===== config.mk =====
export PLATFORM = sky130hd
export DESIGN_NAME = timecode_frame_converter_unit
export DESIGN_NICKNAME = d
export VERILOG_FILES = /design/src/rtl/core/tcfc_pkg.sv /design/src/rtl/core/tcfc_dec.sv /design/src/rtl/core/tcfc_enc.sv /design/src/rtl/core/timecode_frame_converter_unit.sv
export SDC_FILE = /design/constraint.sdc
export NUM_CORES = 2
export LEC_CHECK = 0
export ABC_CLOCK_PERIOD_IN_PS = 34000
export BUFFER_PORTS_ARGS = -buffer_cell sky130_fd_sc_hd__buf_4
export CAP_MARGIN = 10
export CORE_AREA = 4 4 313 315
export DETAILED_ROUTE_END_ITERATION = 7
export DIE_AREA = 0 0 317 319
export PLACE_DENSITY = 0.87
export SETUP_SLACK_MARGIN = 0.1
export SLEW_MARGIN = 20
export SYNTH_ARGS = -nofsm -noshare
export SYNTH_HDL_FRONTEND = slang
export SYNTH_HIERARCHICAL = 1
export SYNTH_SLANG_ARGS = --single-unit

===== constraint.sdc =====
create_clock -name clk_i -period 34 [get_ports clk_i]
set_input_delay 8.5 -clock clk_i [delete_from_list [all_inputs] [get_ports clk_i]]
set_output_delay 8.5 -clock clk_i [all_outputs]
set_load 0.005 [all_outputs]

===== src/rtl/core/tcfc_pkg.sv =====
// Shared types, constants and helper functions of the timecode converter.
package tcfc_pkg;

  // Field widths
  localparam int unsigned FrameNumW  = 22;
  localparam int unsigned TimecodeW  = 32;
  localparam int unsigned FramesOutW = 26;
  localparam int unsigned HoursW     = 5;
  localparam int unsigned FieldW     = 6;
  localparam int unsigned RateW      = 6;
  localparam int unsigned ByteW      = 8;

  // Stream packing
  localparam int unsigned InDataW  = 56;
  localparam int unsigned OutUsedW = FramesOutW + HoursW + 3 * FieldW;
  localparam int unsigned OutDataW = 56;
  localparam int unsigned OutPadW  = OutDataW - OutUsedW;

  // Pipeline depth, shared by both datapaths
  localparam int unsigned NumStages = 11;

  // Rate register
  localparam logic [RateW-1:0] RateReset = 6'd30;
  localparam logic [RateW-1:0] DropFps   = 6'd30;

  // Direction of a request
  typedef enum logic {
    ModeToFrames   = 1'b0,
    ModeToTimecode = 1'b1
  } mode_e;

  // Time units
  localparam int unsigned SecsPerMin  = 60;
  localparam int unsigned MinsPerHour = 60;
  localparam int unsigned HoursPerDay = 24;

  // Drop-frame constants
  localparam logic [FrameNumW-1:0] DayFrames = 22'd2589408;
  localparam int unsigned TenMinFrames = 17982;
  localparam int unsigned MinFrames    = 1798;
  localparam int unsigned TenMinAdd    = 18;
  localparam int unsigned MinSkip      = 2;
  localparam int unsigned DropPerHour  = 108;

  // Reciprocals: ceil(2^k / d) with k = numerator bits + ceil(log2 d), exact floor
  localparam int unsigned TenMinShift = 37;
  localparam int unsigned TenMinRecipW = 23;
  localparam logic [TenMinRecipW-1:0] TenMinRecip = TenMinRecipW'(
      ((64'd1 << TenMinShift) + 64'(TenMinFrames) - 64'd1) / 64'(TenMinFrames));

  localparam int unsigned MinShift = 26;
  localparam int unsigned MinRecipW = 16;
  localparam logic [MinRecipW-1:0] MinRecip = MinRecipW'(
      ((64'd1 << MinShift) + 64'(MinFrames) - 64'd1) / 64'(MinFrames));

  localparam int unsigned SecShift = 28;
  localparam int unsigned SecRecipW = 23;
  localparam logic [SecRecipW-1:0] SecRecip = SecRecipW'(
      ((64'd1 << SecShift) + 64'(SecsPerMin) - 64'd1) / 64'(SecsPerMin));

  localparam int unsigned HourShift = 34;
  localparam int unsigned HourRecipW = 23;
  localparam int unsigned SecsPerHour = SecsPerMin * MinsPerHour;
  localparam logic [HourRecipW-1:0] HourRecip = HourRecipW'(
      ((64'd1 << HourShift) + 64'(SecsPerHour) - 64'd1) / 64'(SecsPerHour));

  localparam int unsigned DayShift = 16;
  localparam int unsigned DayRecipW = 12;
  localparam logic [DayRecipW-1:0] DayRecip = DayRecipW'(
      ((64'd1 << DayShift) + 64'(HoursPerDay) - 64'd1) / 64'(HoursPerDay));

  localparam int unsigned TenthShift = 12;
  localparam int unsigned TenthRecipW = 9;
  localparam logic [TenthRecipW-1:0] TenthRecip = TenthRecipW'(
      ((64'd1 << TenthShift) + 64'd9) / 64'd10);

  // Divider chunk: quotient bits retired per pipeline stage
  localparam int unsigned DivChunkW = 8;

  // Timebase seen by the datapaths
  typedef struct packed {
    logic             drop;
    logic [RateW-1:0] fps;
  } rate_cfg_t;

  // Restoring division over one chunk of numerator bits; returns {remainder, quotient}
  function automatic logic [RateW+DivChunkW-1:0] div_chunk(
      input logic [RateW-1:0]     rem,
      input logic [DivChunkW-1:0] bits,
      input logic [RateW-1:0]     den);
    logic [RateW:0]     r;
    logic [DivChunkW-1:0] q;
    r = {1'b0, rem};
    q = '0;
    for (int i = DivChunkW - 1; i >= 0; i--) begin
      r = {r[RateW-1:0], bits[i]};
      if (r >= {1'b0, den}) begin
        r    = r - {1'b0, den};
        q[i] = 1'b1;
      end
    end
    return {r[RateW-1:0], q};
  endfunction

endpackage


===== src/rtl/core/tcfc_dec.sv =====
// Timecode to frame count datapath, pipelined to the common depth.
module tcfc_dec (
  input  logic                                 clk_i,
  input  logic                                 adv_i,
  input  logic                                 mode_i,
  input  tcfc_pkg::rate_cfg_t                  cfg_i,
  input  logic [tcfc_pkg::TimecodeW-1:0]       tc_i,
  output logic [tcfc_pkg::FramesOutW-1:0]      frames_o
);

  localparam int unsigned ByteW    = tcfc_pkg::ByteW;
  localparam int unsigned FrW      = tcfc_pkg::FramesOutW;
  localparam int unsigned DelayLen = tcfc_pkg::NumStages - 4;

  // Mode of the items in the first four stages
  logic [3:0] mode_q;

  // Stage 0: split the timecode bytes
  logic [ByteW-1:0] hrs0_q, min0_q, sec0_q, frm0_q;
  logic drop0_q;
  logic [tcfc_pkg::RateW-1:0] fps0_q;

  // Stage 1: hours and minutes folded, drop correction
  logic [13:0] hm1_d, hm1_q;
  logic [15:0] corr1_d, corr1_q;
  logic [16:0] tenth_prod;
  logic [ByteW-1:0] tenths;
  logic [ByteW-1:0] sec1_q, frm1_q;
  logic drop1_q;
  logic [tcfc_pkg::RateW-1:0] fps1_q;

  // Stage 2: total seconds
  logic [19:0] hms2_d, hms2_q;
  logic [ByteW-1:0] frm2_q;
  logic [15:0] corr2_q;
  logic drop2_q;
  logic [tcfc_pkg::RateW-1:0] fps2_q;

  // Stage 3: scaled by the frame rate
  logic [FrW-1:0] prod3_d, prod3_q;
  logic [ByteW-1:0] frm3_q;
  logic [15:0] corr3_q;
  logic drop3_q;

  // Stage 4 onward: result and its delay line
  logic [FrW-1:0] fr4_d;
  logic [FrW-1:0] dly_q [DelayLen];

  always_comb begin
    tenth_prod = 17'(min0_q) * 17'(tcfc_pkg::TenthRecip);
    tenths     = ByteW'(tenth_prod >> tcfc_pkg::TenthShift);
    hm1_d      = 14'(hrs0_q) * 14'(tcfc_pkg::MinsPerHour) + 14'(min0_q);
    corr1_d    = 16'(hrs0_q) * 16'(tcfc_pkg::DropPerHour) + {7'd0, min0_q - tenths, 1'b0};
    hms2_d     = 20'(hm1_q) * 20'(tcfc_pkg::SecsPerMin) + 20'(sec1_q);
    prod3_d    = FrW'(hms2_q) * FrW'(fps2_q);
    // Drop the frame count result for frame-to-timecode requests
    if (mode_q[3] == tcfc_pkg::ModeToTimecode) begin
      fr4_d = '0;
    end else begin
      fr4_d = prod3_q + FrW'(frm3_q) - (drop3_q ? FrW'(corr3_q) : FrW'(0));
    end
  end

  // Advance all stages together
  always_ff @(posedge clk_i) begin
    if (adv_i) begin
      mode_q  <= {mode_q[2:0], mode_i};
      hrs0_q  <= tc_i[31:24];
      min0_q  <= tc_i[23:16];
      sec0_q  <= tc_i[15:8];
      frm0_q  <= tc_i[7:0];
      drop0_q <= cfg_i.drop;
      fps0_q  <= cfg_i.fps;

      hm1_q   <= hm1_d;
      corr1_q <= corr1_d;
      sec1_q  <= sec0_q;
      frm1_q  <= frm0_q;
      drop1_q <= drop0_q;
      fps1_q  <= fps0_q;

      hms2_q  <= hms2_d;
      frm2_q  <= frm1_q;
      corr2_q <= corr1_q;
      drop2_q <= drop1_q;
      fps2_q  <= fps1_q;

      prod3_q <= prod3_d;
      frm3_q  <= frm2_q;
      corr3_q <= corr2_q;
      drop3_q <= drop2_q;

      dly_q[0] <= fr4_d;
      for (int i = 1; i < DelayLen; i++) begin
        dly_q[i] <= dly_q[i-1];
      end
    end
  end

  assign frames_o = dly_q[DelayLen-1];

endmodule


===== src/rtl/core/tcfc_enc.sv =====
// Frame count to timecode datapath: drop-frame fold, rate divider, time split.
module tcfc_enc (
  input  logic                                clk_i,
  input  logic                                adv_i,
  input  logic                                mode_i,
  input  tcfc_pkg::rate_cfg_t                 cfg_i,
  input  logic [tcfc_pkg::FrameNumW-1:0]      fnum_i,
  output logic [tcfc_pkg::HoursW-1:0]         hours_o,
  output logic [tcfc_pkg::FieldW-1:0]         minutes_o,
  output logic [tcfc_pkg::FieldW-1:0]         seconds_o,
  output logic [tcfc_pkg::FieldW-1:0]         frames_o
);

  localparam int unsigned NumW = tcfc_pkg::FrameNumW;
  localparam int unsigned RW   = tcfc_pkg::RateW;
  localparam int unsigned FW   = tcfc_pkg::FieldW;
  localparam int unsigned CW   = tcfc_pkg::DivChunkW;
  localparam int unsigned TenProdW  = NumW + tcfc_pkg::TenMinRecipW;
  localparam int unsigned MinProdW  = 15 + tcfc_pkg::MinRecipW;
  localparam int unsigned SecProdW  = NumW + tcfc_pkg::SecRecipW;
  localparam int unsigned HourProdW = NumW + tcfc_pkg::HourRecipW;
  localparam int unsigned DayProdW  = 11 + tcfc_pkg::DayRecipW;

  // Mode of the items in stages 0 to NumStages-2
  logic [tcfc_pkg::NumStages-2:0] mode_q;

  // Stage 0: fold into one day when drop-frame
  logic [NumW-1:0] num0_d, num0_q;
  logic drop0_q;
  logic [RW-1:0] fps0_q;

  // Stage 1: ten-minute block count
  logic [TenProdW-1:0] ten_prod;
  logic [7:0] ten1_d, ten1_q;
  logic [NumW-1:0] num1_q;
  logic drop1_q;
  logic [RW-1:0] fps1_q;

  // Stage 2: remainder in the block
  logic [NumW-1:0] rem_full;
  logic [14:0] rem2_q;
  logic [7:0] ten2_q;
  logic [NumW-1:0] num2_q;
  logic drop2_q;
  logic [RW-1:0] fps2_q;

  // Stage 3: skipped minutes within the block
  logic [MinProdW-1:0] min_prod;
  logic [3:0] min3_d, min3_q;
  logic [7:0] ten3_q;
  logic [NumW-1:0] num3_q;
  logic drop3_q;
  logic [RW-1:0] fps3_q;

  // Stage 4: adjusted frame count
  logic [NumW-1:0] adj4_d, adj4_q;
  logic [RW-1:0] fps4_q;

  // Stages 5 to 7: divide by the frame rate, one byte of quotient each
  logic [RW+CW-1:0] chunk5, chunk6, chunk7;
  logic [RW-1:0] rem5_q, rem6_q;
  logic [CW-1:0] qhi5_q;
  logic [2*CW-1:0] qmid6_q;
  logic [15:0] low5_q;
  logic [7:0] low6_q;
  logic [RW-1:0] fps5_q, fps6_q;
  logic [3*CW-1:0] quo24;
  logic [NumW-1:0] quo7_q;
  logic [FW-1:0] frm7_q;

  // Stage 8: minutes and hours totals
  logic [SecProdW-1:0] mq_prod;
  logic [HourProdW-1:0] hq_prod;
  logic [NumW-1:0] quo8_q;
  logic [16:0] mq8_q;
  logic [10:0] hq8_q;
  logic [FW-1:0] frm8_q;

  // Stage 9: seconds and minutes fields, day count
  logic [NumW-1:0] sec_full;
  logic [16:0] min_full;
  logic [DayProdW-1:0] hd_prod;
  logic [FW-1:0] sec9_q, min9_q, frm9_q;
  logic [10:0] hq9_q;
  logic [5:0] hd9_q;

  // Stage 10: hours field and output
  logic [10:0] hour_full;
  logic [tcfc_pkg::HoursW-1:0] hours_q;
  logic [FW-1:0] minutes_q, seconds_q, frames_q;

  always_comb begin
    num0_d = fnum_i;
    if (cfg_i.drop && (fnum_i >= tcfc_pkg::DayFrames)) begin
      num0_d = fnum_i - tcfc_pkg::DayFrames;
    end

    ten_prod = TenProdW'(num0_q) * TenProdW'(tcfc_pkg::TenMinRecip);
    ten1_d   = 8'(ten_prod >> tcfc_pkg::TenMinShift);

    rem_full = num1_q - NumW'(ten1_q) * NumW'(tcfc_pkg::TenMinFrames);

    min_prod = MinProdW'(rem2_q - 15'(tcfc_pkg::MinSkip)) * MinProdW'(tcfc_pkg::MinRecip);
    min3_d   = (rem2_q >= 15'(tcfc_pkg::MinSkip)) ? 4'(min_prod >> tcfc_pkg::MinShift) : 4'd0;

    // Add back the labels skipped so far
    if (drop3_q) begin
      adj4_d = num3_q + NumW'(ten3_q) * NumW'(tcfc_pkg::TenMinAdd) + NumW'({min3_q, 1'b0});
    end else begin
      adj4_d = num3_q;
    end

    chunk5 = tcfc_pkg::div_chunk('0, {2'b00, adj4_q[21:16]}, fps4_q);
    chunk6 = tcfc_pkg::div_chunk(rem5_q, low5_q[15:8], fps5_q);
    chunk7 = tcfc_pkg::div_chunk(rem6_q, low6_q, fps6_q);
    quo24  = {qmid6_q, chunk7[CW-1:0]};

    mq_prod = SecProdW'(quo7_q) * SecProdW'(tcfc_pkg::SecRecip);
    hq_prod = HourProdW'(quo7_q) * HourProdW'(tcfc_pkg::HourRecip);

    sec_full = quo8_q - NumW'(mq8_q) * NumW'(tcfc_pkg::SecsPerMin);
    min_full = mq8_q - 17'(hq8_q) * 17'(tcfc_pkg::MinsPerHour);
    hd_prod  = DayProdW'(hq8_q) * DayProdW'(tcfc_pkg::DayRecip);

    hour_full = hq9_q - 11'(hd9_q) * 11'(tcfc_pkg::HoursPerDay);
  end

  // Advance all stages together
  always_ff @(posedge clk_i) begin
    if (adv_i) begin
      mode_q <= {mode_q[tcfc_pkg::NumStages-3:0], mode_i};

      num0_q  <= num0_d;
      drop0_q <= cfg_i.drop;
      fps0_q  <= cfg_i.fps;

      num1_q  <= num0_q;
      ten1_q  <= ten1_d;
      drop1_q <= drop0_q;
      fps1_q  <= fps0_q;

      num2_q  <= num1_q;
      ten2_q  <= ten1_q;
      rem2_q  <= rem_full[14:0];
      drop2_q <= drop1_q;
      fps2_q  <= fps1_q;

      num3_q  <= num2_q;
      ten3_q  <= ten2_q;
      min3_q  <= min3_d;
      drop3_q <= drop2_q;
      fps3_q  <= fps2_q;

      adj4_q <= adj4_d;
      fps4_q <= fps3_q;

      rem5_q <= chunk5[RW+CW-1:CW];
      qhi5_q <= chunk5[CW-1:0];
      low5_q <= adj4_q[15:0];
      fps5_q <= fps4_q;

      rem6_q  <= chunk6[RW+CW-1:CW];
      qmid6_q <= {qhi5_q, chunk6[CW-1:0]};
      low6_q  <= low5_q[7:0];
      fps6_q  <= fps5_q;

      frm7_q <= chunk7[RW+CW-1:CW];
      quo7_q <= quo24[NumW-1:0];

      quo8_q <= quo7_q;
      mq8_q  <= 17'(mq_prod >> tcfc_pkg::SecShift);
      hq8_q  <= 11'(hq_prod >> tcfc_pkg::HourShift);
      frm8_q <= frm7_q;

      sec9_q <= sec_full[FW-1:0];
      min9_q <= min_full[FW-1:0];
      hq9_q  <= hq8_q;
      hd9_q  <= 6'(hd_prod >> tcfc_pkg::DayShift);
      frm9_q <= frm8_q;

      // Drop the timecode for timecode-to-frame requests
      if (mode_q[tcfc_pkg::NumStages-2] == tcfc_pkg::ModeToTimecode) begin
        hours_q   <= hour_full[tcfc_pkg::HoursW-1:0];
        minutes_q <= min9_q;
        seconds_q <= sec9_q;
        frames_q  <= frm9_q;
      end else begin
        hours_q   <= '0;
        minutes_q <= '0;
        seconds_q <= '0;
        frames_q  <= '0;
      end
    end
  end

  assign hours_o   = hours_q;
  assign minutes_o = minutes_q;
  assign seconds_o = seconds_q;
  assign frames_o  = frames_q;

endmodule


===== src/rtl/core/timecode_frame_converter_unit.sv =====
// Top level of the SMPTE timecode / frame count converter.
// An accepted request passes through every stage of the pipeline before its result is output.
// Throughput: one request per cycle; the whole pipeline holds while a result waits.
// The rate divider retires one byte of quotient per stage over three stages.
// Reset clears all valid bits and loads 30 fps into the frame rate register.
module timecode_frame_converter_unit (
  input  logic                            clk_i,
  input  logic                            rst_ni,
  // Frame rate register write
  input  logic                            cfg_we_i,
  input  logic [tcfc_pkg::RateW-1:0]      cfg_wdata_i,
  // Request stream
  input  logic                            s_axis_tvalid,
  output logic                            s_axis_tready,
  // tdata: frame_number[21:0], timecode_in[53:22], zero pad [55:54]
  input  logic [tcfc_pkg::InDataW-1:0]    s_axis_tdata,
  // tuser: mode[0]
  input  logic [0:0]                      s_axis_tuser,
  // Result stream
  output logic                            m_axis_tvalid,
  input  logic                            m_axis_tready,
  // tdata: frames_out[25:0], out_hours[30:26], out_minutes[36:31],
  //        out_seconds[42:37], out_frames[48:43], zero pad [55:49]
  output logic [tcfc_pkg::OutDataW-1:0]   m_axis_tdata
);

  localparam int unsigned NS = tcfc_pkg::NumStages;

  logic [tcfc_pkg::RateW-1:0] rate_d, rate_q;
  logic [NS-1:0] valid_d, valid_q;
  logic adv;
  tcfc_pkg::rate_cfg_t cfg;

  logic [tcfc_pkg::FramesOutW-1:0] frames_out;
  logic [tcfc_pkg::HoursW-1:0] out_hours;
  logic [tcfc_pkg::FieldW-1:0] out_minutes, out_seconds, out_frames;

  // Hold the frame rate until written
  assign rate_d = cfg_we_i ? cfg_wdata_i : rate_q;

  always_ff @(posedge clk_i or negedge rst_ni) begin
    if (!rst_ni) begin
      rate_q <= tcfc_pkg::RateReset;
    end else begin
      rate_q <= rate_d;
    end
  end

  // Zero selects 30 fps drop-frame
  always_comb begin
    cfg.drop = (rate_q == '0);
    cfg.fps  = cfg.drop ? tcfc_pkg::DropFps : rate_q;
  end

  // Advance unless the output holds a result not yet taken
  assign adv     = !valid_q[NS-1] || m_axis_tready;
  assign valid_d = {valid_q[NS-2:0], s_axis_tvalid};

  always_ff @(posedge clk_i or negedge rst_ni) begin
    if (!rst_ni) begin
      valid_q <= '0;
    end else if (adv) begin
      valid_q <= valid_d;
    end
  end

  assign s_axis_tready = adv;
  assign m_axis_tvalid = valid_q[NS-1];

  tcfc_dec u_dec (
    .clk_i    (clk_i),
    .adv_i    (adv),
    .mode_i   (s_axis_tuser[0]),
    .cfg_i    (cfg),
    .tc_i     (s_axis_tdata[53:22]),
    .frames_o (frames_out)
  );

  tcfc_enc u_enc (
    .clk_i     (clk_i),
    .adv_i     (adv),
    .mode_i    (s_axis_tuser[0]),
    .cfg_i     (cfg),
    .fnum_i    (s_axis_tdata[21:0]),
    .hours_o   (out_hours),
    .minutes_o (out_minutes),
    .seconds_o (out_seconds),
    .frames_o  (out_frames)
  );

  // Pack the result, first field in the lowest bits
  assign m_axis_tdata = {{tcfc_pkg::OutPadW{1'b0}}, out_frames, out_seconds, out_minutes,
                         out_hours, frames_out};

endmodule


# Yosys cells after proc, flatten, opt, wreduce, memory -nomap -nowiden
# Memories as Yosys holds them, arrays and structs flattened.
# Cells that the tools add are included.
[classes] n_lt_le_gt_ge=26 reduce_logical=4 multipliers=15 n_addsub=38 muxes=52
[op_table] cell="7-bit by 6-bit >= comparator with 1-bit output" count=23
[op_table] cell="6-bit subtractor" count=25
[op_table] cell="6-bit 2-to-1 mux" count=24
[op_table] cell="22-bit by 23-bit multiplier with 45-bit output, second input constant" count=2
[op_table] cell="22-bit by 22-bit multiplier with 44-bit output, second input constant" count=1
[op_table] cell="22-bit 2-to-1 mux" count=2
[op_table] cell="31-bit by 16-bit multiplier with 30-bit output, second input constant" count=1
[op_table] cell="26-bit by 8-bit adder with 26-bit output" count=1
[op_table] cell="20-bit by 6-bit multiplier with 26-bit output" count=1
[op_table] cell="26-bit 2-to-1 mux" count=1
[op_table] cell="26-bit subtractor" count=1
[op_table] cell="8-bit by 4-bit multiplier with 12-bit output, second input constant" count=2
[op_table] cell="1-bit 2-to-1 mux" count=24
[op_table] cell="22-bit by 13-bit adder with 22-bit output" count=1
[op_table] cell="22-bit by 5-bit adder with 22-bit output" count=1
[op_table] cell="22-bit >= comparator, second input constant" count=1
[op_table] cell="11-bit by 12-bit multiplier with 22-bit output, second input constant" count=1
[op_table] cell="22-bit subtractor, second input constant" count=1
[op_table] cell="20-bit by 8-bit adder with 20-bit output" count=1
[op_table] cell="14-bit by 4-bit multiplier with 18-bit output, second input constant" count=1
[op_table] cell="17-bit by 4-bit multiplier with 4-bit output, second input constant" count=1
[op_table] cell="15-bit by 9-bit adder with 16-bit output" count=1
[op_table] cell="8-bit by 8-bit multiplier with 16-bit output, second input constant" count=1
[op_table] cell="16-bit 2-to-1 mux" count=1
[op_table] cell="16 further kinds" count=16
[totals] mem_bits_rw=182 mem_count=1 inputBits=68 register_bits=578 output_inout_bits=58 elab_cells=196
[memory_table] memory="u_dec.dly_q" depth=7 word_bits=26 rd=7 rd_ports_with_merged_regs=0 wr=7 line_no="tcfc_dec.sv:47" rtl="logic [FrW-1:0] dly_q [DelayLen];"

# Longest topological paths before layout
[logic_depth] depth_word=16 depth_mapped=81 depth_no_buf=80

# Modules after synthesis
# The synthesis kept the hierarchy.
[modules_own_cells] module="tcfc_enc" seq_area_each_um2=11080.6 cells_per_inst=3813 instances=1 area_each_um2=43646.9
[modules_own_cells] module="tcfc_dec" seq_area_each_um2=11320.9 cells_per_inst=1642 instances=1 area_each_um2=21669.5
[modules_own_cells] module="timecode_frame_converter_unit" seq_area_each_um2=430.4 cells_per_inst=55 instances=1 area_each_um2=768.2

# Worst setup path after synthesis
# OpenSTA, ideal clock, no wires.
[synth_path] kind="input -> output" start="input m_axis_tready" end="output s_axis_tready" stages=2 required_ns=25.500 arrival_time_ns=17.310 setup_slack_ns=8.190 path_buffers=1 cell_sequence="nand2b_1 -> buf_2"
[synth_via] elab_chain_len=1
[synth_lines] element="from (decl)" line_no="timecode_frame_converter_unit.sv:21" rtl="input logic m_axis_tready,"
[synth_lines] element="1-bit logical OR" line_no="timecode_frame_converter_unit.sv:56" rtl="assign adv = !valid_q[NS-1] || m_axis_tready;"
[synth_lines] element="to (decl)" line_no="timecode_frame_converter_unit.sv:14" rtl="output logic s_axis_tready,"
# Every way passes these cells.

# Final worst setup path
[layout_path] start="register u_enc.fps5_q[1]" end="register u_enc.rem6_q[1], data pin"
[layout_via] elab_chain_len=16 elab_cells_between_ends=24 classes_between="add/sub (8); order compare (8); mux (8)"
[layout_lines] element="from (decl)" line_no="tcfc_enc.sv:66" rtl="logic [RW-1:0] fps5_q, fps6_q;"
[layout_lines] element="from (signal assigned)" line_no="tcfc_enc.sv:160" rtl="fps5_q <= fps4_q;"
[layout_lines] element="6-bit subtractor or 7-bit by 6-bit >= comparator with 1-bit output (tied branches)" line_no="tcfc_pkg.sv:98, tcfc_pkg.sv:97"
[layout_lines] element="6-bit 2-to-1 mux" line_no="tcfc_pkg.sv:97" rtl="if (r >= {1'b0, den}) begin"
[layout_lines] element="6-bit subtractor or 7-bit by 6-bit >= comparator with 1-bit output (tied branches)" line_no="tcfc_pkg.sv:98, tcfc_pkg.sv:97"
[layout_lines] element="6-bit 2-to-1 mux" line_no="tcfc_pkg.sv:97"
[layout_lines] element="6-bit subtractor or 7-bit by 6-bit >= comparator with 1-bit output (tied branches)" line_no="tcfc_pkg.sv:98, tcfc_pkg.sv:97"
[layout_lines] element="6-bit 2-to-1 mux" line_no="tcfc_pkg.sv:97"
[layout_lines] element="6-bit subtractor or 7-bit by 6-bit >= comparator with 1-bit output (tied branches)" line_no="tcfc_pkg.sv:98, tcfc_pkg.sv:97"
[layout_lines] element="6-bit 2-to-1 mux" line_no="tcfc_pkg.sv:97"
[layout_lines] element="6-bit subtractor or 7-bit by 6-bit >= comparator with 1-bit output (tied branches)" line_no="tcfc_pkg.sv:98, tcfc_pkg.sv:97"
[layout_lines] element="6-bit 2-to-1 mux" line_no="tcfc_pkg.sv:97"
[layout_lines] element="7-bit by 6-bit >= comparator with 1-bit output or 6-bit subtractor (tied branches)" line_no="tcfc_pkg.sv:97, tcfc_pkg.sv:98"
[layout_lines] element="6-bit 2-to-1 mux" line_no="tcfc_pkg.sv:97"
[layout_lines] element="7-bit by 6-bit >= comparator with 1-bit output or 6-bit subtractor (tied branches)" line_no="tcfc_pkg.sv:97, tcfc_pkg.sv:98"
[layout_lines] element="6-bit 2-to-1 mux" line_no="tcfc_pkg.sv:97"
[layout_lines] element="6-bit subtractor or 7-bit by 6-bit >= comparator with 1-bit output (tied branches)" line_no="tcfc_pkg.sv:98, tcfc_pkg.sv:97"
[layout_lines] element="6-bit 2-to-1 mux (*)" line_no="tcfc_pkg.sv:97"
[layout_lines] element="via u_enc.chunk6[9]" line_no="tcfc_enc.sv:60" rtl="logic [RW+CW-1:0] chunk5, chunk6, chunk7;"
[layout_lines] element="to (signal assigned)" line_no="tcfc_enc.sv:162" rtl="rem6_q <= chunk6[RW+CW-1:CW];"
[layout_lines] element="to (decl)" line_no="tcfc_enc.sv:61" rtl="logic [RW-1:0] rem5_q, rem6_q;"
# The timed path passes the listed nets; every way through them passes the cells marked *.
# A chain may end at the register's enable or synchronous reset.

==> run_results.csv <==
group,metric,value,unit
yosys,yosys_warnings,6,
layout,layout.cells.non_filler,7017,
sta,rsz0062_at_grt,"no",
routing,drt_iter0_markers,2205,
status,outcome,"complete, no violations",
setup_path,worst-setup-path-type,"reg2reg",
cts,clk_latency,680,ps
placement,gp_congestion,0.908,
placement,dp_hpwl,96.4,mm
floorplanning,initial_utilization,69.7,%
floorplanning,fp.dieH,319,µm
sta,finalCriticalPeriod,20470,ps
cts,cts_tree,"yes",
layout,fin_nets,7514,
setup_path,cpMaxStageDelayCell,"edfxtp_1",
cts,hold_buffers,0,
cts,numCtsBuffers,82,
sta,max_slew_margin,26.4,%
global_routing,grt_pass1_wl,212,mm
setup_path,r2r_slack,13530,ps
layout,diodes,0,
routing,avgRoutedWirePerCell,18.0,µm
sta,worst_slew_pin_slew,1100,ps
setup_path,cp-startpoint,"u_enc/fps5_q[1]",
hold_path,min_path_type,"reg2reg",
sta,clock_skew,66.5,ps
routing,drt_wl_total,126,mm
yosys,ys_seq_area_share,34.5,%
yosys,yosysTopAreaCellShare,33.9,%
global_routing,grt_antenna_before_repair,0,
setup_path,worstRegToRegCells,77,
layout,final_cell_mix,"ha_1 (1184), inv_1 (953), edfxtp_1 (746)",
placement,port-buffer-count,116,
floorplanning,die_width,317,µm
yosys,synth_seq_cells,763,
sta,finalMaxSlewViolations,0,
sta,max_freq,48.8,MHz
floorplanning,die-area,0.101,mm²
global_routing,track_usage,25.7,%
hold_path,holdPathStages,0,
cts,cts_sinks,763,
yosys,netlist_area,0.0661,mm²
layout,syn_to_final_growth,7.88,%
yosys,synthCells,5510,
floorplanning,coreArea,0.0949,mm²
sta,setup_viol,0,
sta,timing.setup.tns,0,ps
cts,postCtsSetupRepairBufs,0,
routing,ant_nets,0,
floorplanning,rows,113,
yosys,synth_top_cell_by_area,"edfxtp_1",
global_routing,grt_max_degree,204,
setup_path,cpPeakStageDelay,740,ps
yosys,synthArstFlopShare,2.23,%
sta,hold_viol_final,0,
routing,vias_per_cell,5.79,
routing,firstDrtPassIters,5,
hold_path,hold_start,"u_dec/frm2_q[4]",
layout,post-route-util,75.1,%
yosys,synth.distinct_cells,112,
setup_path,path_max_fanout,10,
yosys,synth.area.top_cells,"edfxtp_1 (34%), ha_1 (22%), fa_1 (17%), inv_1 (5.4%), xnor2_1 (2.9%)",
cts,clock_path_buffers,3,
global_routing,grt-ovfl-total,0,
global_routing,grt_pass1_vias,44000,
cts,clkTransAtPathRegs,60,ps
cts,h-tree-depth,3,
floorplanning,boundaryPins,126,
yosys,ys.flop_type,"edfxtp_1",
cts,root_buffer,"clkbuf_16",
yosys,synth-edff-count,746,
routing,vias,40700,
setup_path,r2r_start,"u_enc/fps5_q[1]",
cts,post_cts_resized,0,
layout,drive_gt1_share,6.94,%
sta,fin_crit_sh,60.2,%
yosys,synth_area_per_cell,12.0,µm²
setup_path,cp_common_cell,"o21ai_0",
placement,dpl.cell_count,6868,
job,maxCapViolCount,0,
layout,layout_commonest_cell,"ha_1",
setup_path,cp-end-kind,"register",
setup_path,crit_arrival,20900,ps
routing,drc,0,
setup_path,worstPathRequired,34430,ps
setup_path,worst_setup_path_start_kind,"register",
==> state kept, by name, indices dropped and copies added (netlist names), 16 cells and up <==
name / flops
u_enc/adj4_q: 22
u_enc/low5_q: 16
u_enc/num0_q: 22
u_dec/hms2_q: 20
u_enc/quo7_q: 22
u_enc/num2_q: 21
u_dec/dly_q: 182
u_dec/prod3_q: 26
u_enc/num3_q: 22
u_enc/num1_q: 22
==> metal layers <==
metal / track usage (%) / vias up / share of wire, %
met5: 0 / - / 0
li1: - / 19300 / -
met4: 8.10 / 0 / 2.8
met1: 32.5 / 20100 / 41
met3: 3.90 / 264 / 4.7
met2: 45.6 / 997 / 51
==> stage by stage <==
| stage | hold WS, ps | setup WS (ps) | cell area (µm²) |
|---|---|---|---|
| 2_1_floorplan | 400 | 8190 | 66100 |
| 3_3_place_gp | 400 | 13950 | 68500 |
| 3_5_place_dp | 405 | 13680 | 68500 |
| 4_1_cts | 401 | 13650 | 71300 |
| 5_1_grt | 411 | 11710 | 71300 |
| 6_report | 400 | 13530 | 71300 |
==> critical path: cells and delay by family, from the launching register on <==
family | cells | cell delay, ps
multiplexers | 4 | 1470
AND/OR/NAND/NOR | 19 | 4560
flip-flops | 1 | 740
buffers and inverters | 8 | 1080
AO/OA/AOI/OAI | 38 | 9800
adder cells (fa/ha/maj) | 8 | 2560
==> layout make-up <==
class	instances	area, µm²
multi-input combinational	3751	39500
tap	1265	1580
sequential	763	22800
fill	5871	23600
inverter	957	3590
clock inverter	54	683
clock buffer	95	2100
timing repair buffer	132	1030
==> cell families (layout without fill, tap and decap cells) <==
family	Yosys count	after routing	share of synthesized area, %
xor+xnor	319	319	4.25
fa+ha+maj	1759	1759	39.8
other cells	2	9	0.0114
mux	97	97	1.69
buf+inv	1003	1238	5.77
simple gates	830	830	6.34
flops	763	763	34.5
compound gates	737	737	7.55
==> cell usage after synthesis (42+ instances only) <==
cell         n
fa_1       575
and2_1      68
edfxtp_1   746
xnor2_1    220
inv_1      953
o21a_1      47
mux2_2      54
nand3_1     55
nor2_1     156
ha_1      1184
nor2b_1     55
nor3_1      54
nand2_1    251
nand2b_1    42
a21o_1     118
a21oi_1    183
xor2_1      97
o21ai_0    154
==> worst paths after layout <==
kind / end
setup / recovery: u_enc/rem6_q[1]
hold reg to reg: u_dec/frm3_q[4]
hold / removal: u_dec/frm3_q[4]
max in group asynchronous: rate_q[1]
min in group asynchronous: rate_q[5]
setup reg to reg: u_enc/rem6_q[1]
Power is left out: the tool's default activity adds up to more than one toggle a clock period on the data nets, which glitch-free logic cannot reach.
